## config.mk

```make
export PLATFORM = sky130hd
export DESIGN_NAME = sem_isqrt
export DESIGN_NICKNAME = d
export VERILOG_FILES = /design/src/design/sem_pkg.sv /design/src/design/sem_isqrt.sv
export SDC_FILE = /design/constraint.sdc
export NUM_CORES = 1
export LEC_CHECK = 0
export BUFFER_PORTS_ARGS = -buffer_cell sky130_fd_sc_hd__buf_2
export CAP_MARGIN = 20
export CORE_ASPECT_RATIO = 1.2
export CORE_MARGIN = 2
export CORE_UTILIZATION = 50
export DETAILED_ROUTE_END_ITERATION = 16
export MAX_ROUTING_LAYER = met4
export PLACE_DENSITY = 0.74
export SYNTH_ARGS = -nofsm -noshare
export SYNTH_HDL_FRONTEND = slang
export SYNTH_SLANG_ARGS = --single-unit
```

## constraint.sdc

```tcl
create_clock -name clock -period 15.3 [get_ports clock]
set_input_delay 2.295 -clock clock [delete_from_list [all_inputs] [get_ports clock]]
set_output_delay 2.295 -clock clock [all_outputs]
set_load 0.05 [all_outputs]
```

## src/design/sem_pkg.sv

```systemverilog
// shared types, constants and the square root step for the sobel edge magnitude block
// no dependencies; imported by every module of the block

package sem_pkg;

   localparam int DIM_W       = 11;
   localparam int PIX_W       = 8;
   localparam int CSR_INDEX_W = 1;
   localparam int CSR_DATA_W  = DIM_W;
   localparam int REQ_DATA_W  = 2 * PIX_W;
   localparam int RSP_DATA_W  = 2 * PIX_W;

   localparam logic [CSR_INDEX_W-1:0] REG_FRAME_WIDTH  = 1'b0;
   localparam logic [CSR_INDEX_W-1:0] REG_FRAME_HEIGHT = 1'b1;

   localparam logic [DIM_W-1:0] FRAME_WIDTH_RESET  = 11'd640;
   localparam logic [DIM_W-1:0] FRAME_HEIGHT_RESET = 11'd480;
   localparam logic [DIM_W-1:0] ROW_LIMIT          = '1;

   localparam int MAG_W  = PIX_W + 2;
   localparam int GRAD_W = MAG_W + 2;
   localparam int SQ_W   = 2 * MAG_W;
   localparam int SUM_W  = SQ_W + 1;
   localparam int REM_W  = 2 * PIX_W;
   localparam int ROOT_W = PIX_W;
   localparam int ROOT_STAGES = ROOT_W / 2;

   localparam logic [PIX_W-1:0] LEVEL_SAT = '1;

   typedef struct packed {
      logic [PIX_W-1:0] older;
      logic [PIX_W-1:0] alpha;
      logic [PIX_W-1:0] gray;
   } sem_entry_type;

   typedef struct packed {
      logic top_m;
      logic bot_m;
      logic left_m;
      logic right_m;
      logic emit;
      logic done;
   } sem_ctl_type;

   typedef struct packed {
      logic [PIX_W-1:0] alpha;
      logic             done;
   } sem_tag_type;

   typedef struct packed {
      logic [REM_W-1:0]  rem;
      logic [ROOT_W-1:0] root;
   } sem_root_type;

   // one restoring digit of the integer square root, bit k of the result
   function automatic sem_root_type root_step(sem_root_type cur, int k);
      logic [REM_W-1:0] trial;
      sem_root_type     nxt;
      trial = (REM_W'(cur.root) << (k + 1)) | (REM_W'(1) << (2 * k));
      nxt   = cur;
      if (cur.rem >= trial) begin
         nxt.rem  = cur.rem - trial;
         nxt.root = cur.root | (ROOT_W'(1) << k);
      end
      return nxt;
   endfunction

endpackage

```

## src/design/sem_isqrt.sv

```systemverilog
// squared gradient sum and a pipelined integer square root, two result bits per stage
// depends on sem_pkg

module sem_isqrt import sem_pkg::*; (
   input  logic                     clock,
   input  logic                     reset,
   input  logic                     adv,
   input  logic                     in_valid,
   input  logic signed [GRAD_W-1:0] in_gx,
   input  logic signed [GRAD_W-1:0] in_gy,
   input  sem_tag_type              in_tag,
   output logic                     out_valid,
   output logic [PIX_W-1:0]         out_level,
   output sem_tag_type              out_tag
);

   logic         v_ff   [0:ROOT_STAGES];
   sem_root_type rt_ff  [0:ROOT_STAGES];
   logic         sat_ff [0:ROOT_STAGES];
   sem_tag_type  tag_ff [0:ROOT_STAGES];

   logic signed [GRAD_W-1:0] neg_x, neg_y;
   logic [MAG_W-1:0] ax, ay;
   logic [SQ_W-1:0]  px, py;
   logic [SUM_W-1:0] sum;

   always_comb begin
      neg_x = -in_gx;
      neg_y = -in_gy;
      ax  = in_gx[GRAD_W-1] ? neg_x[MAG_W-1:0] : in_gx[MAG_W-1:0];
      ay  = in_gy[GRAD_W-1] ? neg_y[MAG_W-1:0] : in_gy[MAG_W-1:0];
      px  = SQ_W'(ax) * SQ_W'(ax);
      py  = SQ_W'(ay) * SQ_W'(ay);
      sum = SUM_W'(px) + SUM_W'(py);
   end

   always_ff @(posedge clock) begin
      if (reset) begin
         for (int j = 0; j <= ROOT_STAGES; j++) begin
            v_ff[j] <= 1'b0;
         end
      end else if (adv) begin
         v_ff[0] <= in_valid;
         for (int j = 0; j < ROOT_STAGES; j++) begin
            v_ff[j+1] <= v_ff[j];
         end
      end
   end

   always_ff @(posedge clock) begin
      if (adv) begin
         rt_ff[0].rem  <= sum[REM_W-1:0];
         rt_ff[0].root <= '0;
         sat_ff[0]     <= |sum[SUM_W-1:REM_W];
         tag_ff[0]     <= in_tag;
         for (int j = 0; j < ROOT_STAGES; j++) begin
            rt_ff[j+1]  <= root_step(root_step(rt_ff[j], ROOT_W - 1 - 2 * j),
                                     ROOT_W - 2 - 2 * j);
            sat_ff[j+1] <= sat_ff[j];
            tag_ff[j+1] <= tag_ff[j];
         end
      end
   end

   assign out_valid = v_ff[ROOT_STAGES];
   assign out_level = sat_ff[ROOT_STAGES] ? LEVEL_SAT : rt_ff[ROOT_STAGES].root;
   assign out_tag   = tag_ff[ROOT_STAGES];

endmodule

```

==> results of run 1 <==
cell type report:
| cell class | instances | area [um^2] | area share (%) |
|---|---|---|---|
| clock inverter | 15 | 153.9 | 1.117 |
| sequential | 139 | 4174 | 30.30 |
| clock buffer | 17 | 425.4 | 3.088 |
| multi-input combinational | 802 | 7460 | 54.15 |
| tap | 325 | 406.6 | 2.952 |
| timing repair buffer | 56 | 292.8 | 2.125 |
| inverter | 230 | 863.3 | 6.267 |
flip-flops by register name, indices dropped and copies added (netlist names):
signal  count
tag_ff     45
v_ff        5
sat_ff      5
rt_ff      84
metal layers:
layer	part of all wire, %	global-route usage [%]
met1	39	21.49
met3	3.0	2.725
met5	0	-
met2	53	36.00
met4	4.6	9.683
placed cells by master, fill, tap and decap left out, drive strengths merged, types with 4 or more instances in the layout:
cell type | netlist | final
and2 | 6 | 6
o21ai | 37 | 37
nand2b | 7 | 7
fa | 129 | 129
clkbuf | 9 | 17
inv | 226 | 235
ha | 129 | 129
mux2 | 11 | 11
o31a | 6 | 6
o21bai | 5 | 5
or2 | 14 | 14
nor4 | 10 | 10
buf | 2 | 56
nor2b | 7 | 7
nor2 | 115 | 115
edfxtp | 139 | 139
xnor2 | 46 | 46
or3 | 9 | 9
nor3 | 16 | 16
nand3 | 14 | 14
clkinv | 4 | 7
or4 | 6 | 6
a21oi | 42 | 42
a211oi | 7 | 7
o31ai | 8 | 8
a21o | 11 | 11
o21a | 10 | 10
xor2 | 30 | 30
nand2 | 74 | 74
nand3b | 4 | 4
nand4 | 8 | 8
final timing paths:
check,from,end,slack [ns],cells after the start
setup / recovery,in_gy[0],sat_ff[0],5.01,27
hold / removal,tag_ff[2][8],tag_ff[3][8],0.41,0
setup reg to reg,rt_ff[0][54],rt_ff[0][87],11.04,14
hold reg to reg,tag_ff[2][8],tag_ff[3][8],0.41,0
worst reg2reg max path, delay by kind of cell, from the launching register on:
| family | cells | cell delay, ns |
|---|---|---|
| buf+inv | 2 | 0.37 |
| simple gates | 5 | 1.32 |
| mux | 1 | 0.34 |
| fa+ha+maj | 2 | 0.63 |
| compound gates | 4 | 0.92 |
| flops | 1 | 0.43 |
stage by stage:
stage / instances / instance area (um^2)
after floorplan: 1182 / 12540
after global placement: 1552 / 13200
after detailed placement: 1552 / 13200
after CTS: 1584 / 13780
after global routing: 1584 / 13780
final: 1584 / 13780
kinds of logic (layout without fill, tap and decap cells):
group	Yosys count	in the layout	share of synthesized area, %
mux	13	13	1.267
compound gates	155	155	8.132
flops	139	139	33.28
fa+ha+maj	258	258	33.46
xor+xnor	76	76	5.308
buf+inv	241	318	7.233
simple gates	300	300	11.31
==> reports/results.ini, run 1 <==
[setup_path]
cp.arrival_ns = 10.46
max_stage_delay_ns = 0.66
critPathRequiredTime_ns = 15.47
cp_max_fo = 12
start_kind = primary input
critPathMostFrequentCell = fa_1
cp_top_family = adder cells
crit_buf_inv = 6
worstSetupPathType = primary input to flop
crit_slowest_cell = xor2_1
endpoint_kind = flop

[placed_design]
pre_cts_ws_ns = 4.558
gp_congestion = 0.9378
dpl.hpwl_um = 19590
portBuffers = 52

[timing]
fmax_ghz = 0.09715
drv_slew = 0
clock_skew_ns = 0.008294
timing_hold_violations_final = 0
tightest_slew_ns = 0.9615
grt_setup_unrepaired = false
fin_ws_ns = 5.007
whs_ns = 0.4148
fin_crit_sh_pct = 67.28
slew_headroom_pct = 34.24
tns_ns = 0
finalSetupViolCount = 0
period_minus_slack_ns = 10.29

[clocking]
tritoncts = yes
postCtsSetupRepairBufs = 0
holdBufCountCts = 0
clkTransAtPathRegs_ns = 0.06
insertion_delay_ns = 0.42
cts_sinks = 139
cts_resized = 0
cts_root_buffer = clkbuf_16
cts_buffers = 17
clockBufferDepth = 2
htree_levels = 4

[global_route]
grt_pass1_vias = 8899
grtUsageTotal_pct = 19.92
grt_pass1_wl_um = 40620
grt-ovfl-total = 0
antenna_found_initial = 0
grt_start_max_net_pins = 82

[logic_synthesis]
syn_area_per_cell_um2 = 10.61
synthTopCellsByArea = edfxtp_1 (33%), fa_1 (21%), ha_1 (13%), inv_1 (6.7%), nor2_1 (3.4%)
synthArstFlopShare_pct = 0
synth-seq-cells = 139
synth_cell_types = 62
yosys-top-cells-count = inv_1 (224), edfxtp_1 (139), fa_1 (129), ha_1 (129), nor2_1 (114)
yosysTopAreaCell = edfxtp_1
synth_edf_count = 139
yosysWarnings = 0
synth.yosys.seq_area_share_pct = 33.28
syn_area_um2 = 12540
synth_top_area_share_pct = 33.28
synth_fp_nets = 1477
yosysMostFrequentCell = inv_1
synth_cells = 1182
synth_ff_type = edfxtp_1

[floorplanning]
placementRows = 63
die_area_um2 = 26370
coreArea_um2 = 24670
io_pins = 55
die_w_um = 148.6
die_h_um = 177.5
start_util_pct = 50.83

[detailed_routing]
postRouteAntennaNets = 0
wl_per_cell_um = 14.91
firstDrtPassIters = 5
wl_um = 23610
drt_iter0_markers = 270
num_vias = 8359
via_per_inst = 5.277
route.detailed.drc = 0

[cells_and_area]
final_util_pct = 55.83
fin_nets = 1541
drive_gt1_share_pct = 9.611
area_delta_synth_final_pct = 9.847
fillers = 2136
antenna_cells = 0

[hold_path]
hold_path_class = flop to flop

[flow_run]
maxCapViolations = 0

[outcome]
status = completed

Power of run 1 is left out: the tool's default activity adds up to more than one toggle a clock period on the data nets, which glitch-free logic cannot reach.
==> inputs of run 2 (changes only) <==
--- a/config.mk
+++ b/config.mk
@@ -12,7 +12,7 @@
 export CORE_UTILIZATION = 50
 export DETAILED_ROUTE_END_ITERATION = 16
 export MAX_ROUTING_LAYER = met4
-export PLACE_DENSITY = 0.74
+export PLACE_DENSITY = 0.76
 export SYNTH_ARGS = -nofsm -noshare
 export SYNTH_HDL_FRONTEND = slang
 export SYNTH_SLANG_ARGS = --single-unit
==> constraint.sdc (replaced) <==
create_clock -name clock -period 9.35 [get_ports clock]
set_input_delay 1.4025 -clock clock [delete_from_list [all_inputs] [get_ports clock]]
set_output_delay 1.4025 -clock clock [all_outputs]
set_load 0.05 [all_outputs]
==> run 2 against run 1 <==
- die area stayed put
- global-route usage is 0.31 points higher
- core utilization is 0.76 points higher
- final area is 1.4% higher
- highest routed layer unchanged
- clock skew hardly changed
- cell count is 1.6% higher
- flip-flop and latch count stayed put
- worst hold slack hardly changed
- critical path type unchanged
- critical endpoint unchanged
- worst setup slack worse by 4.4 ns
==> reports/results.ini, run 2 (synthesis gave the netlist of run 1 again) <==
[setup_path]
worstSetupPathType = primary input to flop
cp_max_fo = 5  ; -7
crit_buf_inv = 4  ; -2
max_stage_delay_ns = 0.57  ; -0.09 ns
path_cells = buf_2, or4_1, o31ai_1, xnor2_1, nand2_1, fa_1, fa_1, inv_1, fa_1, fa_1, fa_1, fa_1, inv_1, fa_1, inv_1, ha_1, nand3_1, nor2_1, a221oi_1, a21oi_1, a41o_1, or3_1, a31oi_1, o21ai_0
r2r_start = rt_ff[0][54]
endpoint_kind = flop
startpoint = in_gy[4]
r2r_setup_slack_ns = 5.01  ; -6.03 ns
cp_top_family = adder cells
crit_slowest_cell = or4_1
cp.arrival_ns = 8.94  ; -1.52 ns
start_kind = primary input
critPathRequiredTime_ns = 9.50  ; -5.97 ns
critPathMostFrequentCell = fa_1

[clocking]
clkTransAtPathRegs_ns = 0.06  ; about the same
tritoncts = yes
cts_buffers = 17  ; unchanged
postCtsSetupRepairBufs = 0  ; unchanged
cts_sinks = 139  ; unchanged
holdBufCountCts = 0  ; unchanged
cts_resized = 0  ; unchanged
htree_levels = 4  ; unchanged
cts_root_buffer = clkbuf_16
clockBufferDepth = 2  ; unchanged
insertion_delay_ns = 0.41  ; about the same

[timing]
timing_hold_violations_final = 0  ; unchanged
grt_setup_unrepaired = false
clock_skew_ns = 0.008745  ; +0.0004510 ns
slew_headroom_pct = 32.83  ; -1.4 points
fin_crit_sh_pct = 93.91
tns_ns = 0  ; unchanged
drv_slew = 0  ; unchanged
finalSetupViolCount = 0  ; unchanged
tightest_slew_ns = 0.9821  ; +0.02061 ns
period_minus_slack_ns = 8.781
fmax_ghz = 0.1139

[detailed_routing]
via_per_inst = 5.288  ; +0.21%
route.detailed.drc = 0  ; unchanged
postRouteAntennaNets = 0  ; unchanged
wl_um = 24400  ; +3.3%
firstDrtPassIters = 4  ; -1
wl_met2_um = 13060  ; +3.6%
num_vias = 8509  ; +1.8%
wl_met3_um = 714  ; +2.0%
drt_iter0_markers = 404  ; +50%
wl_per_cell_um = 15.17  ; +1.7%
routedLengthMet1_um = 9502  ; +3.0%
dr.max_layer_used = met4

[floorplanning]
coreArea_um2 = 24670  ; unchanged
io_pins = 55  ; unchanged
die_area_um2 = 26370  ; unchanged
placementRows = 63  ; unchanged
die_h_um = 177.5  ; unchanged
start_util_pct = 50.83  ; unchanged
die_w_um = 148.6  ; unchanged

[global_route]
grt-ovfl-total = 0  ; unchanged
grt_pass1_vias = 9006  ; +1.2%
grt_start_max_net_pins = 81  ; -1.2%
grt_pass1_wl_um = 41290  ; +1.6%
grtUsageTotal_pct = 20.22  ; +0.31 points
antenna_found_initial = 0  ; unchanged

[hold_path]
hold_path_class = flop to flop
worstHoldStart = tag_ff[2][4]

[cells_and_area]
final_common_cell = inv_1
drive_gt1_share_pct = 11.29  ; +1.7 points
fillers = 2040  ; -4.5%
area_delta_synth_final_pct = 11.34
largest_reg_flops = 84  ; unchanged
fin_area_um2 = 13960  ; +1.4%
top_regs = rt_ff x84, tag_ff x45
regMostFlops = rt_ff
antenna_cells = 0  ; unchanged
final_cell_mix = inv_1 (224), edfxtp_1 (139), fa_1 (129), ha_1 (129), nor2_1 (114)
fin_nets = 1566  ; +1.6%

[outcome]
status = completed

[placed_design]
gp_congestion = 0.9990  ; +6.5%
portBuffers = 52  ; unchanged
dpl_cell_area_um2 = 13380  ; +1.4%
dpl.hpwl_um = 20120  ; +2.7%

[flow_run]
maxCapViolations = 0  ; unchanged

## run 2: through the flow
stage	cells	util (%)	hold WS (ns)	worst slack (ns)
2_1_floorplan	1182	-	0.4003	0.6123
3_3_place_gp	1577	54.25	0.4005	0.2281
3_5_place_dp	1577	54.25	0.4045	0.1274
4_1_cts	1609	56.60	0.4170	0.5725
5_1_grt	1609	56.60	0.4233	0.1771
6_report	1609	56.60	0.4152	0.5692
## run 2: worst reg2reg max path, delay by kind of cell, from the launching register on
family	cells	cell delay, ns
AOI/OAI and AO/OA	4	0.99
adders and majority gates	2	0.63
buffers and inverters	2	0.36
DFF	1	0.43
muxes	1	0.34
and+or+nand+nor	5	1.34
## run 2: path summary, 6_finish.rpt
| path | depth (start not counted) | end |
|---|---|---|
| setup / recovery | 24 | sat_ff[0] |
| setup reg to reg | 14 | rt_ff[0][87] |
| hold reg to reg | 0 | tag_ff[3][4] |
| hold / removal | 0 | tag_ff[3][4] |
## run 2: layer usage
| metal | GRT usage (%) | vias to the layer above |
|---|---|---|
| met2 | 37.17 | 211 |
| met1 | 21.78 | 4108 |
| met4 | 8.929 | 0 |
| met3 | 2.596 | 73 |
| li1 | - | 4117 |
| met5 | - | - |
## run 2: area by class of cell
class	count	area [um^2]	share of cell area [%]
Sequential cell	139	4174	29.89
Timing Repair Buffer	81	480.5	3.441
Tap cell	325	406.6	2.912
Clock buffer	17	425.4	3.047
Clock inverter	15	153.9	1.102
Inverter	230	863.3	6.183
Multi-Input combinational cell	802	7460	53.42
Power of run 2 is left out for the same reason.
