<file path="src/design/sem_pkg.sv">
// shared types, constants and the square root step for the sobel edge magnitude block
// no dependencies; imported by every module of the block

package sem_pkg;

   localparam int DIM_W       = 11;
   localparam int PIX_W       = 8;
   localparam int CSR_INDEX_W = 1;
   localparam int CSR_DATA_W  = DIM_W;
   localparam int REQ_DATA_W  = 2 * PIX_W;
   localparam int RSP_DATA_W  = 2 * PIX_W;

   localparam logic [CSR_INDEX_W-1:0] REG_FRAME_WIDTH  = 1'b0;
   localparam logic [CSR_INDEX_W-1:0] REG_FRAME_HEIGHT = 1'b1;

   localparam logic [DIM_W-1:0] FRAME_WIDTH_RESET  = 11'd640;
   localparam logic [DIM_W-1:0] FRAME_HEIGHT_RESET = 11'd480;
   localparam logic [DIM_W-1:0] ROW_LIMIT          = '1;

   localparam int MAG_W  = PIX_W + 2;
   localparam int GRAD_W = MAG_W + 2;
   localparam int SQ_W   = 2 * MAG_W;
   localparam int SUM_W  = SQ_W + 1;
   localparam int REM_W  = 2 * PIX_W;
   localparam int ROOT_W = PIX_W;
   localparam int ROOT_STAGES = ROOT_W / 2;

   localparam logic [PIX_W-1:0] LEVEL_SAT = '1;

   typedef struct packed {
      logic [PIX_W-1:0] older;
      logic [PIX_W-1:0] alpha;
      logic [PIX_W-1:0] gray;
   } sem_entry_type;

   typedef struct packed {
      logic top_m;
      logic bot_m;
      logic left_m;
      logic right_m;
      logic emit;
      logic done;
   } sem_ctl_type;

   typedef struct packed {
      logic [PIX_W-1:0] alpha;
      logic             done;
   } sem_tag_type;

   typedef struct packed {
      logic [REM_W-1:0]  rem;
      logic [ROOT_W-1:0] root;
   } sem_root_type;

   // one restoring digit of the integer square root, bit k of the result
   function automatic sem_root_type root_step(sem_root_type cur, int k);
      logic [REM_W-1:0] trial;
      sem_root_type     nxt;
      trial = (REM_W'(cur.root) << (k + 1)) | (REM_W'(1) << (2 * k));
      nxt   = cur;
      if (cur.rem >= trial) begin
         nxt.rem  = cur.rem - trial;
         nxt.root = cur.root | (ROOT_W'(1) << k);
      end
      return nxt;
   endfunction

endpackage

</file>
<file path="src/design/sem_window.sv">
// 3x3 gray window with edge masking and the horizontal and vertical sobel sums
// depends on sem_pkg

module sem_window import sem_pkg::*; (
   input  logic                     clock,
   input  logic                     reset,
   input  logic                     adv,
   input  logic                     in_valid,
   input  sem_ctl_type              in_ctl,
   input  sem_entry_type            in_line,
   input  logic [PIX_W-1:0]         in_gray,
   output logic                     out_valid,
   output logic signed [GRAD_W-1:0] out_gx,
   output logic signed [GRAD_W-1:0] out_gy,
   output sem_tag_type              out_tag
);

   typedef logic [2:0][PIX_W-1:0] sem_col_type;

   sem_col_type      col_a_ff;
   sem_col_type      col_b_ff;
   logic [PIX_W-1:0] line_alpha_ff;

   sem_col_type      new_col;
   sem_col_type      win [3];
   logic [PIX_W-1:0] m [3][3];
   logic [MAG_W-1:0] x_pos, x_neg, y_pos, y_neg;
   logic signed [GRAD_W-1:0] gx, gy;

   // rows top to bottom: two rows above, row above, incoming row
   assign new_col = {in_gray, in_line.gray, in_line.older};

   always_comb begin
      win[0] = col_a_ff;
      win[1] = col_b_ff;
      win[2] = new_col;
      for (int r = 0; r < 3; r++) begin
         for (int c = 0; c < 3; c++) begin
            if ((r == 0 && in_ctl.top_m) || (r == 2 && in_ctl.bot_m) ||
                (c == 0 && in_ctl.left_m) || (c == 2 && in_ctl.right_m)) begin
               m[r][c] = '0;
            end else begin
               m[r][c] = win[c][r];
            end
         end
      end
      x_pos = {2'b00, m[0][0]} + {1'b0, m[1][0], 1'b0} + {2'b00, m[2][0]};
      x_neg = {2'b00, m[0][2]} + {1'b0, m[1][2], 1'b0} + {2'b00, m[2][2]};
      y_pos = {2'b00, m[0][0]} + {1'b0, m[0][1], 1'b0} + {2'b00, m[0][2]};
      y_neg = {2'b00, m[2][0]} + {1'b0, m[2][1], 1'b0} + {2'b00, m[2][2]};
      gx = $signed({2'b00, x_pos}) - $signed({2'b00, x_neg});
      gy = $signed({2'b00, y_pos}) - $signed({2'b00, y_neg});
   end

   always_ff @(posedge clock) begin
      if (reset) begin
         out_valid     <= 1'b0;
         col_a_ff      <= '0;
         col_b_ff      <= '0;
         line_alpha_ff <= '0;
      end else if (adv) begin
         out_valid <= in_valid && in_ctl.emit;
         if (in_valid) begin
            col_a_ff      <= col_b_ff;
            col_b_ff      <= new_col;
            line_alpha_ff <= in_line.alpha;
         end
      end
   end

   always_ff @(posedge clock) begin
      if (adv) begin
         out_gx        <= gx;
         out_gy        <= gy;
         out_tag.alpha <= line_alpha_ff;
         out_tag.done  <= in_ctl.done;
      end
   end

endmodule

</file>
<file path="config.mk">
export PLATFORM = sky130hd
export DESIGN_NAME = sem_window
export DESIGN_NICKNAME = d
export VERILOG_FILES = /design/src/design/sem_pkg.sv /design/src/design/sem_window.sv
export SDC_FILE = /design/constraint.sdc
export NUM_CORES = 1
export LEC_CHECK = 0
export ABC_CLOCK_PERIOD_IN_PS = 4600
export BUFFER_PORTS_ARGS = -buffer_cell sky130_fd_sc_hd__buf_2
export CAP_MARGIN = 25
export CORE_MARGIN = 3
export CORE_UTILIZATION = 44
export CTS_CLUSTER_SIZE = 40
export DETAILED_ROUTE_END_ITERATION = 16
export PLACE_DENSITY = 0.69
export SETUP_SLACK_MARGIN = 0.05
export SLEW_MARGIN = 20
export SYNTH_ARGS = -nofsm -noshare
export SYNTH_HDL_FRONTEND = slang
export SYNTH_SLANG_ARGS = --single-unit
export TNS_END_PERCENT = 50
</file>
<file path="constraint.sdc">
create_clock -name clock -period 4.6 [get_ports clock]
set_clock_uncertainty 0.1 [all_clocks]
set_input_delay 0.23 -clock clock [delete_from_list [all_inputs] [get_ports clock]]
set_output_delay 0.23 -clock clock [all_outputs]
set_load 0.01 [all_outputs]
</file>
==> metrics list, run 1 <==
* Number of buffers created by CTS: 9
- The cell area that synthesis handed to floorplanning was 5660 um2.
- The tightest min-delay check is of the primary input to flop type.
- Setup Crit Path Kind: primary input to flop
- The number of buffers and inverters on the critical path is 3.
- Number of nets in the final layout: 820
* Placed cell count: 846
* Int Power: 0.00167 W
* GR Overflow Total: 0
- Result of the run: finished clean
* Post-CTS setup buffer count: 0
* Cells traversed along the worst timing path: buf_2 -> nor2_1 -> nand2_1 -> fa_1 -> inv_1 -> fa_1 -> inv_1 -> fa_1 -> fa_1 -> nor2b_1 -> o211ai_1 -> a21boi_1 -> o41ai_2 -> xnor2_1
* Post-synth EDFFs: 31
* Cells after Synth: 625
* Number of levels the H-tree was split into: 3
- The later pin in the worst-skew pair is clocked with a latency of 0.35 ns.
- Maximum clock insertion buffer count: 2
- The pre-antenna-repair detailed-routing pass consisted of 4 iterations.
- Fill cells: 1,141
* Row count: 40
* Syn-to-layout area delta: 15.1%
- The max-slew violation total from the final report was 0.
- Gpl congestion: 0.905
* Global router's overall resource usage: 0.187
* Actual transition at the worst max-transition pin: 0.759 ns
- Most common cell after layout, fill and taps aside: nand2_1
- Of the total power, the share spent switching nets is 0.329.
- Part of the cycle the worst path needs: 0.855
- Setup-violating endpoint count in the final report: 0
- STA classifies the critical path endpoint as a flop.
- Post-route antenna net violation count: 0
- Total wire length: 12.6 mm
* Std-Cell Core Area: 12,300 um2
- Max Cap Violations: 0
* Flop pwr share: 0.390
* Max Freq: 0.254 GHz
* Gate power share: 0.315
- Data on the critical path is required at its endpoint by 4.60 ns.
- The repair_antennas step left the layout with diodes totalling 0.
- IR analysis of the VDD net gives a maximum drop of 186 uV.
- Wire length per cell after detailed routing: 14.5 um
- Of the cells placed in the final design, the portion with a size suffix greater than 1 is 0.143.
- Net load switching power: 0.000817 W
- Entering global routing, the biggest net connects 58 pins.
- Count of clock tree sinks: 88
* Routed vias: 4,243
- Summed over all nets, the half-perimeter wirelength after detailed placement is 9.70 mm.
- For this run, the slowest stage of the critical path takes 0.52 ns.
* Synth warnings: 0
* Worst-path cell with the longest stage delay: fa_1
* Drt initial violations: 265
- Die outline area: 14,300 um2
- Of the synthesized area, sequential elements account for 0.366.
- Non-filler cells, final: 865
* Count of cell types in the netlist: 31
- Via count of the first global-routing pass: 4,426
- Leading cell types in the layout, fill and taps excluded: 138 x nand2_1, 90 x inv_1, 75 x buf_2, 65 x a21oi_1, 57 x dfxtp_1
- Chip Width: 119 um
- Count of input and output buffers: 75
- # IOs: 76
- For this run, design rule violations remaining after detail routing come to 0.
- CP Max Fanout: 10
- The die is 119 um tall.
- The routed design could run at a clock period as short as 3.93 ns.
- Initial antenna violation count: 0
- Net count of the mapped netlist: 753
- Max transition margin: 0.494
- Final TNS setup: 0 ns
* Arrival time at the worst endpoint: 3.93 ns
- The most numerous cell type found on the critical path is fa_1.
- For this run, asynchronously set or reset flops after synthesis account for 0.
- In this run the power density over the cells is 382 nW/um2.
- STA classifies the critical path startpoint as a primary input.
* Design area: 6510 um2
- Once placement finished, the instance area stood at 6160 um2.
* Routed via count divided by cell count: 4.91
* Final count of hold timing violations: 0
* Post-Syn Area per Cell: 9.05 um2
- Main flop type after synthesis: dfxtp_1
* Unrepaired setup endpoints after global routing: no
- The first global-routing pass estimated 21.2 mm of wire.
- Post-synthesis register bit count: 88
* CTS tree: done
* Initial core utilization: 0.459
- Once routing completed, OpenROAD measured the worst setup slack at 0.669 ns.
- Reg clk slew, reported paths: 0.07 ns
- Dpl ws: 0.356 ns
* Leakage Power: 2.85 nW
- Clock Tree Root: clkbuf_16
- Among cell families on the critical path, the largest total delay comes from adder cells.
* Clk pwr share: 0.295
worst paths after layout:
kind,startpoint,endpoint,cells past startpoint,slack [ns]
max,in_ctl[3],out_gx[9],14,0.67
min,in_line[10],line_alpha_ff[2],3,0.02
max reg2reg,col_a_ff[0],out_gy[9],16,0.69
min reg2reg,line_alpha_ff[1],out_tag[2],0,0.33
worst reg2reg max path, cell delays in order (launching register included):
cell	delay, ns
dfxtp_1	0.33
and2_1	0.18
inv_1	0.08
fa_1	0.53
inv_1	0.08
fa_1	0.42
inv_1	0.08
fa_1	0.41
inv_1	0.07
ha_1	0.15
inv_1	0.06
fa_1	0.45
nor2b_1	0.14
o21a_1	0.16
a31o_1	0.23
o31ai_4	0.07
xnor2_1	0.12
through the flow:
stage               power, W   util  hold WS, ns
floorplan            0.00155      -        0.229
global placement     0.00174  0.500        0.311
detailed placement   0.00177  0.500        0.312
CTS                  0.00251  0.525      0.00641
global route         0.00264  0.529       0.0202
finish               0.00248  0.529       0.0172
registers in the layout, indices dropped and copies added, names as in the netlist:
signal         flops
col_a_ff          24
col_b_ff          24
out_gx            11
out_gy            11
out_tag            9
line_alpha_ff      8
out_valid          1
synth_stat cells, drive strengths merged, types with 8 or more instances:
library cell  number  area [um2]
edfxtp            31         931
nor2b             22         138
nand2            138         518
buf                8        45.0
inv               90         338
ha                34         425
a21oi             65         325
dfxtp             57        1140
clkbuf            18        67.6
nand2b            16         100
fa                52        1040
nor2              30         113
o21ai             15        75.1
xnor2             21         184
area by class of cell:
cell class | count | area [um2] | share of cell area
tap | 168 | 210 | 0.0323
timing repair buffer | 82 | 455 | 0.0700
clock inverter | 7 | 72.6 | 0.0111
inverter | 90 | 338 | 0.0519
sequential | 88 | 2070 | 0.318
clock buffer | 9 | 225 | 0.0346
multi-input combinational | 421 | 3140 | 0.482
power groups by stage:
stage               logic [W]  clock network, W  registers, W
global route         0.000889          0.000772      0.000979
finish               0.000783          0.000733      0.000969
detailed placement   0.000778                 0      0.000989
global placement     0.000760                 0      0.000983
floorplan            0.000514                 0       0.00103
CTS                  0.000787          0.000749      0.000971
kinds of logic (layout without fill, tap and decap cells):
family / Yosys count / in the layout / synth area share
AOI/OAI and AO/OA: 94 / 94 / 0.0931
xor gates and xnor gates: 24 / 24 / 0.0372
adders and majority gates: 86 / 86 / 0.259
buffers and inverters: 116 / 188 / 0.0796
DFF: 88 / 88 / 0.366
and+or+nand+nor: 217 / 217 / 0.165
repair_timing:
item,4_1_cts,5_1_grt
gates resized for setup,0,0
hold buffers,1,0
hold endpoints to repair,1,0
routing by layer:
layer | global-route usage | share of wire | vias up
li1 | - | - | 2085
met5 | 0 | 0 | -
met1 | 0.242 | 0.45 | 2031
met4 | 0.0780 | 0.026 | 0
met3 | 0.0347 | 0.048 | 25
met2 | 0.309 | 0.48 | 102
Power figures use the tool's default switching activity.
==> run 2: changes to the inputs <==
--- a/config.mk
+++ b/config.mk
@@ -13,6 +13,7 @@
 export CTS_CLUSTER_SIZE = 40
 export DETAILED_ROUTE_END_ITERATION = 16
 export PLACE_DENSITY = 0.69
+export REMOVE_ABC_BUFFERS = 1
 export SETUP_SLACK_MARGIN = 0.05
 export SLEW_MARGIN = 20
 export SYNTH_ARGS = -nofsm -noshare
==> run 2 against run 1 <==
Wire length fell by 3.3%. Non-clock buffer count rose by 1. Register-to-register slack got worse by 0.04 ns. Critical path type is now flop to flop. Critical endpoint unchanged. Largest cell class unchanged. Highest routed layer unchanged.
==> metrics list, run 2 (same netlist as run 1, synthesis figures left out) <==
- Result of the run: finished clean
- The worst setup path is captured at a flop.
- Non-filler cells, final: 866 (+0.12%)
- Net load switching power: 0.000778 W (-4.8%)
- Arrival time at the worst endpoint: 3.95 ns (+0.02 ns)
* Most common cell after layout, fill and taps aside: nand2_1
- Placed Area: 6180 um2 (+0.37%)
- The number of top-level pins is 76 (unchanged).
- Later-pin clock latency in the skew report: 0.35 ns (about the same)
- The count of port buffers added during placement is 75 (unchanged).
- Maximum clock insertion buffer count: 2 (unchanged)
- Post-route antenna net violation count: 0 (unchanged)
* Number of levels the H-tree was split into: 3 (unchanged)
* Die height: 119 um (unchanged)
- In the final layout, the registers with the most flip-flops are col_a_ff x24, col_b_ff x24.
- The power per standard cell area is 382 nW/um2 (about the same).
* Routed via count divided by cell count: 4.92 (+0.38%)
- Row count: 40 (unchanged)
* Post-layout util: 0.527 (-0.00173)
* Initial antenna violation count: 0 (unchanged)
* Int Power: 0.00170 W (+2.0%)
- The max-slew violation total from the final report was 0 (unchanged).
- Layout cells sized above 1: 0.140 (-0.00307)
- The number of buffers inserted during clock tree synthesis came to 9 (unchanged).
- Traced cell by cell, the critical path runs through and2_1 -> inv_1 -> fa_1 -> inv_1 -> fa_1 -> inv_1 -> fa_1 -> inv_1 -> ha_1 -> inv_1 -> fa_1 -> nor2b_1 -> o211ai_1 -> a21boi_1 -> o41ai_2 -> xnor2_1.
- The max-capacitance violation count came to 0 (unchanged).
- The setup path with the least slack is of type flop to flop.
* Final HPWL DP: 8.99 mm (-7.3%)
- Setup repair after global routing left no endpoint under its margin.
- Chip Width: 119 um (unchanged)
* Total iterations of the first detailed-routing run: 4 (unchanged)
* Largest net degree at the start of global routing: 58 (unchanged)
- Std-Cell Core Area: 12,300 um2 (unchanged)
- The final-layout setup total negative slack came to 0 ns (unchanged).
- Via count of the first global-routing pass: 4,353 (-1.6%)
- Actual transition at the worst max-transition pin: 0.792 ns (+0.0335 ns)
* Drt initial violations: 229 (-14%)
- The combined global-route utilization of all metal layers is 0.181 (-0.00609).
- The total wire length came to 12.2 mm (-3.3%).
* Wire length per cell after detailed routing: 14.0 um (-3.4%)
* Global-route wire length before repair: 20.7 mm (-2.5%)
- Max stage delay on crit path: 0.53 ns (about the same)
- Placed cell count: 849 (+0.35%)
- The library cells used most frequently in the layout, excluding fill and tap cells, are 138 x nand2_1, 90 x inv_1, 74 x buf_2, 65 x a21oi_1, 57 x dfxtp_1.
- The weighted congestion at the end of routability-driven global placement came to 0.839 (-7.3%).
- The count of fill cells added during filler insertion was 1,177 (+3.2%).
* Initial core utilization: 0.459 (unchanged)
* Max Freq: 0.253 GHz (-0.60%)
- The cell that appears most often on the critical path is inv_1.
- The worst setup path is launched from a flop.
- For this design, the slowest cell found on the critical path is fa_1.
- The final critical-path share of the clock period is 0.860 (+0.00512).
* Leakage Power: 2.84 nW (-0.39%)
- The global-route congestion overflow total is 0 (unchanged).
- Clock Tree Root: clkbuf_16
- Flop pwr share: 0.391 (about the same)
- Relative to the synthesized area, the layout overhead comes to 14.7%.
* Gate power share: 0.314 (about the same)
- The worst path required time was 4.59 ns (about the same).
- The finished layout cell area came to 6490 um2 (-0.33%).
- The time the worst path needs with I/O delays and setup is 3.95 ns (+0.0235 ns).
- The number of sinks handled by clock tree synthesis is 88 (unchanged).
* Number of nets in the final layout: 821 (+0.12%)
- The total DRC errors in the routed layout came to 0 (unchanged).
* Die outline area: 14,300 um2 (unchanged)
* Final count of hold timing violations: 0 (unchanged)
- The CTS clock-pin slew for the worst setup and hold paths came to 0.06 ns (about the same).
- The number of setup violations in the final report is 0 (unchanged).
- Routed vias: 4,264 (+0.49%)
* Clk pwr share: 0.295 (about the same)
- Switching portion of total power: 0.314 (-0.0151)
- CTS tree: done
* CP Max Fanout: 2 (-8)
- IR drop worst, VDD: 265 uV (+43%)
* ANT cells: 0 (unchanged)
* Hold crit path type: primary input to flop
- Max transition margin: 0.472 (-0.0223)
[run 2: area by class of cell]
type                    count  area, um2  area share
flip-flops and latches     88       2070       0.319
clock buffers              11        233      0.0359
well taps                 168        210      0.0324
inverters                  90        338      0.0521
repair buffers             83        440      0.0679
clock inverters             5       57.6     0.00887
multi-input cells         421       3140       0.484
[run 2: critical path: cells and delay by family (launching register included)]
family	cells	cell delay, ns
AND/OR/NAND/NOR	2	0.36
flip-flops	1	0.34
adder cells (fa/ha/maj)	5	1.92
buffers and inverters	5	0.37
XOR/XNOR	1	0.13
AO/OA/AOI/OAI	3	0.48
[run 2: repair_timing]
action | CTS | global route
buffers inserted | 0 | 0
hold endpoints to repair | 1 | 0
hold buffers | 1 | 0
gates resized for setup | 0 | 0
[run 2: power by group through the flow]
stage | logic (W) | registers, W | clock network, W
finish | 0.000778 | 0.000970 | 0.000731
global route | 0.000893 | 0.000980 | 0.000775
CTS | 0.000788 | 0.000972 | 0.000753
detailed placement | 0.000782 | 0.000989 | 0
global placement | 0.000759 | 0.000988 | 0
floorplan | 0.000492 | 0.00103 | 0
[run 2: worst paths after layout]
| kind | startpoint | to | slack (ns) | depth (start not counted) |
|---|---|---|---|---|
| setup / recovery | col_a_ff[0] | out_gx[9] | 0.65 | 16 |
| hold / removal | in_line[14] | line_alpha_ff[6] | 0.02 | 3 |
| hold reg to reg | line_alpha_ff[0] | out_tag[1] | 0.33 | 0 |
| setup reg to reg | col_a_ff[0] | out_gx[9] | 0.65 | 16 |
[run 2: through the flow]
stage | total power [W] | hold WS [ns] | setup slack, ns
floorplan | 0.00153 | 0.199 | 0.628
global placement | 0.00175 | 0.307 | 0.513
detailed placement | 0.00177 | 0.309 | 0.393
CTS | 0.00251 | 0.00222 | 0.623
global route | 0.00265 | 0.0213 | 0.428
finish | 0.00248 | 0.0153 | 0.645
[run 2: per-layer routing]
layer  part of all wire  routed length (um)  global-route usage  vias up
met5                  0                   0                   0        -
met4              0.014                 174              0.0587        0
met3              0.050                 606              0.0323       14
met2               0.49                5990               0.307       95
met1               0.44                5380               0.235     2071
li1                   -                   -                   -     2084
==> run 3: changes to the inputs <==
--- a/config.mk
+++ b/config.mk
@@ -8,11 +8,13 @@
 export ABC_CLOCK_PERIOD_IN_PS = 4600
 export BUFFER_PORTS_ARGS = -buffer_cell sky130_fd_sc_hd__buf_2
 export CAP_MARGIN = 25
+export CELL_PAD_IN_SITES_DETAIL_PLACEMENT = 1
+export CELL_PAD_IN_SITES_GLOBAL_PLACEMENT = 1
 export CORE_MARGIN = 3
 export CORE_UTILIZATION = 44
 export CTS_CLUSTER_SIZE = 40
 export DETAILED_ROUTE_END_ITERATION = 16
-export PLACE_DENSITY = 0.69
+export PLACE_DENSITY = 0.85
 export REMOVE_ABC_BUFFERS = 1
 export SETUP_SLACK_MARGIN = 0.05
 export SLEW_MARGIN = 20
==> run 3 against run 2 <==
Die area unchanged. Critical path depth unchanged. Highest routed layer unchanged. Flip-flop and latch count unchanged. Register-to-register slack got worse by 0.06 ns. Cell area increased by 1.3%. Largest cell class unchanged. Fmax decreased by 1.4%. Wire length increased by 21%. First-iteration DRC count decreased by 0.87%. Setup slack got worse by 0.056 ns. Critical path type unchanged. Critical endpoint unchanged. Combinational power increased by 5.9%. Sequential power about the same.
==> metrics list, run 3 (same netlist as run 1, synthesis figures left out) <==
* Setup Crit Path Kind: flop to flop
- The number of post-CTS setup repair buffers came to 0 (unchanged).
- The CTS clock-pin slew for the worst setup and hold paths is 0.07 ns (about the same).
- The number of sinks handled by clock tree synthesis came to 88 (unchanged).
- The utilization after layout came to 0.534 (+0.00661).
- Crit. End Element: flop
- The tightest min-delay check is of the primary input to flop type.
- Chip Width: 119 um (unchanged)
* Die outline area: 14,300 um2 (unchanged)
- Unrepaired setup endpoints after global routing: no
- The final critical-path share of the clock period came to 0.872 (+0.0121).
- Worst-path cell with the longest stage delay: fa_1
- The initial antenna violation count was 0 (unchanged).
- The pin slew with the least headroom to its limit came to 0.728 ns (-0.0638 ns).
* Clock Tree Root: clkbuf_16
* Routed vias: 4,399 (+3.2%)
- The run finished with clean final reports.
- Final TNS setup: 0 ns (unchanged)
* Int Power: 0.00172 W (+0.85%)
- Std-Cell Core Area: 12,300 um2 (unchanged)
* Cells traversed along the worst timing path: and2_1 -> inv_1 -> fa_1 -> inv_1 -> fa_1 -> inv_1 -> fa_1 -> inv_1 -> ha_1 -> inv_1 -> fa_1 -> nor2b_1 -> o211ai_1 -> a21boi_1 -> o41ai_2 -> xnor2_1
- Flop pwr share: 0.381 (-0.010)
- Total iterations of the first detailed-routing run: 5 (+1)
- Wire length per cell after detailed routing: 17.0 um (+21%)
- CTS tree: done
* Fin. max-slew vios: 0 (unchanged)
- Routed via count divided by cell count: 5.06 (+2.8%)
- Layout cells sized above 1: 0.148 (+0.00796)
* Data required, critical path: 4.60 ns (about the same)
* Min-Delay Startpoint: in_line[12]
- GR Overflow Total: 0 (unchanged)
- From synthesis to final layout, the design area changed by 16.1%.
- The worst slew slack as a fraction of its limit was 0.513 (+0.0408).
- Gate power share: 0.323 (+0.009)
- Via count of the first global-routing pass: 4,940 (+13%)
- The final layout net count came to 824 (+0.37%).
- The delay of the slowest cell on the worst path came to 0.54 ns (about the same).
* Most common cell after layout, fill and taps aside: nand2_1
* Fill cells: 1,485 (+26%)
- Largest registers ranked by flip-flop count: col_a_ff x24, col_b_ff x24
- The fraction of power spent switching nets is 0.327 (+0.0138).
- The power per standard cell area was 388 nW/um2 (+1.6%).
- Global router's overall resource usage: 0.220 (+0.0394)
* Placed Area: 6260 um2 (+1.3%)
- The die height is 119 um (unchanged).
- Drt initial violations: 227 (-0.87%)
* Largest net degree at the start of global routing: 33 (-43%)
- DRC viols: 0 (unchanged)
- Clk pwr share: 0.296 (about the same)
* Leading cell types in the layout, fill and taps excluded: 137 x nand2_1, 90 x inv_1, 75 x buf_2, 65 x a21oi_1, 57 x dfxtp_1
- Maximum clock insertion buffer count: 2 (unchanged)
* # IOs: 76 (unchanged)
- The startpoint identified for the worst register-to-register timing path is col_a_ff[0].
- STA classifies the critical path startpoint as a flop.
- The number of antenna cells inserted is 0 (unchanged).
* Max Freq: 0.249 GHz (-1.4%)
- CP Buf/Inv Count: 5 (unchanged)
* IR drop worst, VDD: 177 uV (-33%)
- The wire length of the first global-routing pass was 24.7 mm (+19%).
* Net load switching power: 0.000835 W (+7.4%)
- Non-filler cells, final: 869 (+0.35%)
* Initial core utilization: 0.459 (unchanged)
- Final hold slack: 0.0116 ns (-0.00370 ns)
- Setup-violating endpoint count in the final report: 0 (unchanged)
- The max-capacitance violation count is 0 (unchanged).
* Number of buffers created by CTS: 9 (unchanged)
* CP Max Fanout: 2 (unchanged)
* Design area: 6570 um2 (+1.3%)
* Gpl congestion: 0.839 (unchanged)
* Leakage Power: 2.88 nW (+1.5%)
- The data arrival time at the worst-slack endpoint came to 4.01 ns (+0.06 ns).
- The HPWL after detailed placement came to 11.4 mm (+27%).
* Dominant cell type by count on the critical path: inv_1
- The total wire length came to 14.7 mm (+21%).
- On the critical path the largest part of the delay comes from adder cells.
- Final count of hold timing violations: 0 (unchanged)
* Count of input and output buffers: 75 (unchanged)
- The placed instance count came to 852 (+0.35%).
* Launching instance or port of the critical path: col_a_ff[0]
* Row count: 40 (unchanged)
- Later-pin clock latency in the skew report: 0.36 ns (about the same)
- Post-route antenna net violation count: 0 (unchanged)
- The number of levels in the clock H-tree came to 3 (unchanged).
- The time the worst path needs with I/O delays and setup came to 4.01 ns (+0.0559 ns).
-- run 3: cell count changes in the layout (fill, tap and decap cells not counted), sizes merged --
cell      change
clkbuf        -1
clkinvlp      -1
buf           +3
clkinv        +1
inv           +1
-- run 3: layout make-up --
type | count | area (um2) | area share
multi-input combinational | 421 | 3140 | 0.478
sequential | 88 | 2070 | 0.315
timing repair buffer | 86 | 513 | 0.0781
inverter | 90 | 338 | 0.0514
clock buffer | 10 | 229 | 0.0349
tap | 168 | 210 | 0.0320
clock inverter | 6 | 68.8 | 0.0105
-- run 3: repair_timing --
action                                 4_1_cts  5_1_grt
endpoints found under the hold margin        1        0
gates resized for setup                      0        0
hold buffers                                 1        0
-- run 3: path summary, 6_finish.rpt --
path	slack (ns)	cells after the start	end
worst max-delay path	0.59	16	out_gx[9]
worst min-delay path	0.01	3	line_alpha_ff[4]
worst max register to register	0.59	16	out_gx[9]
worst min register to register	0.33	0	out_tag[4]
-- run 3: stage by stage --
step	setup slack [ns]	total power (W)
6_report	0.589	0.00255
5_1_grt	0.359	0.00272
4_1_cts	0.574	0.00259
3_5_place_dp	0.302	0.00182
3_3_place_gp	0.513	0.00175
2_1_floorplan	0.628	0.00153
-- run 3: layer usage --
layer	part of all wire	track usage
met4	0.027	0.0902
met1	0.41	0.259
met2	0.52	0.401
met3	0.040	0.0332
met5	0	0
-- run 3: tightest hold or removal path, cell delays in order --
cell     delay, ns
buf_2         0.10
nand2_1       0.05
a21oi_1       0.05
-- run 3: power by group through the flow --
stage          clock (W)  combinational (W)  sequential, W
2_1_floorplan          0           0.000492        0.00103
6_report        0.000756           0.000824       0.000972
3_3_place_gp           0           0.000765       0.000986
4_1_cts         0.000774           0.000838       0.000973
3_5_place_dp           0           0.000828       0.000989
5_1_grt         0.000804           0.000931       0.000982
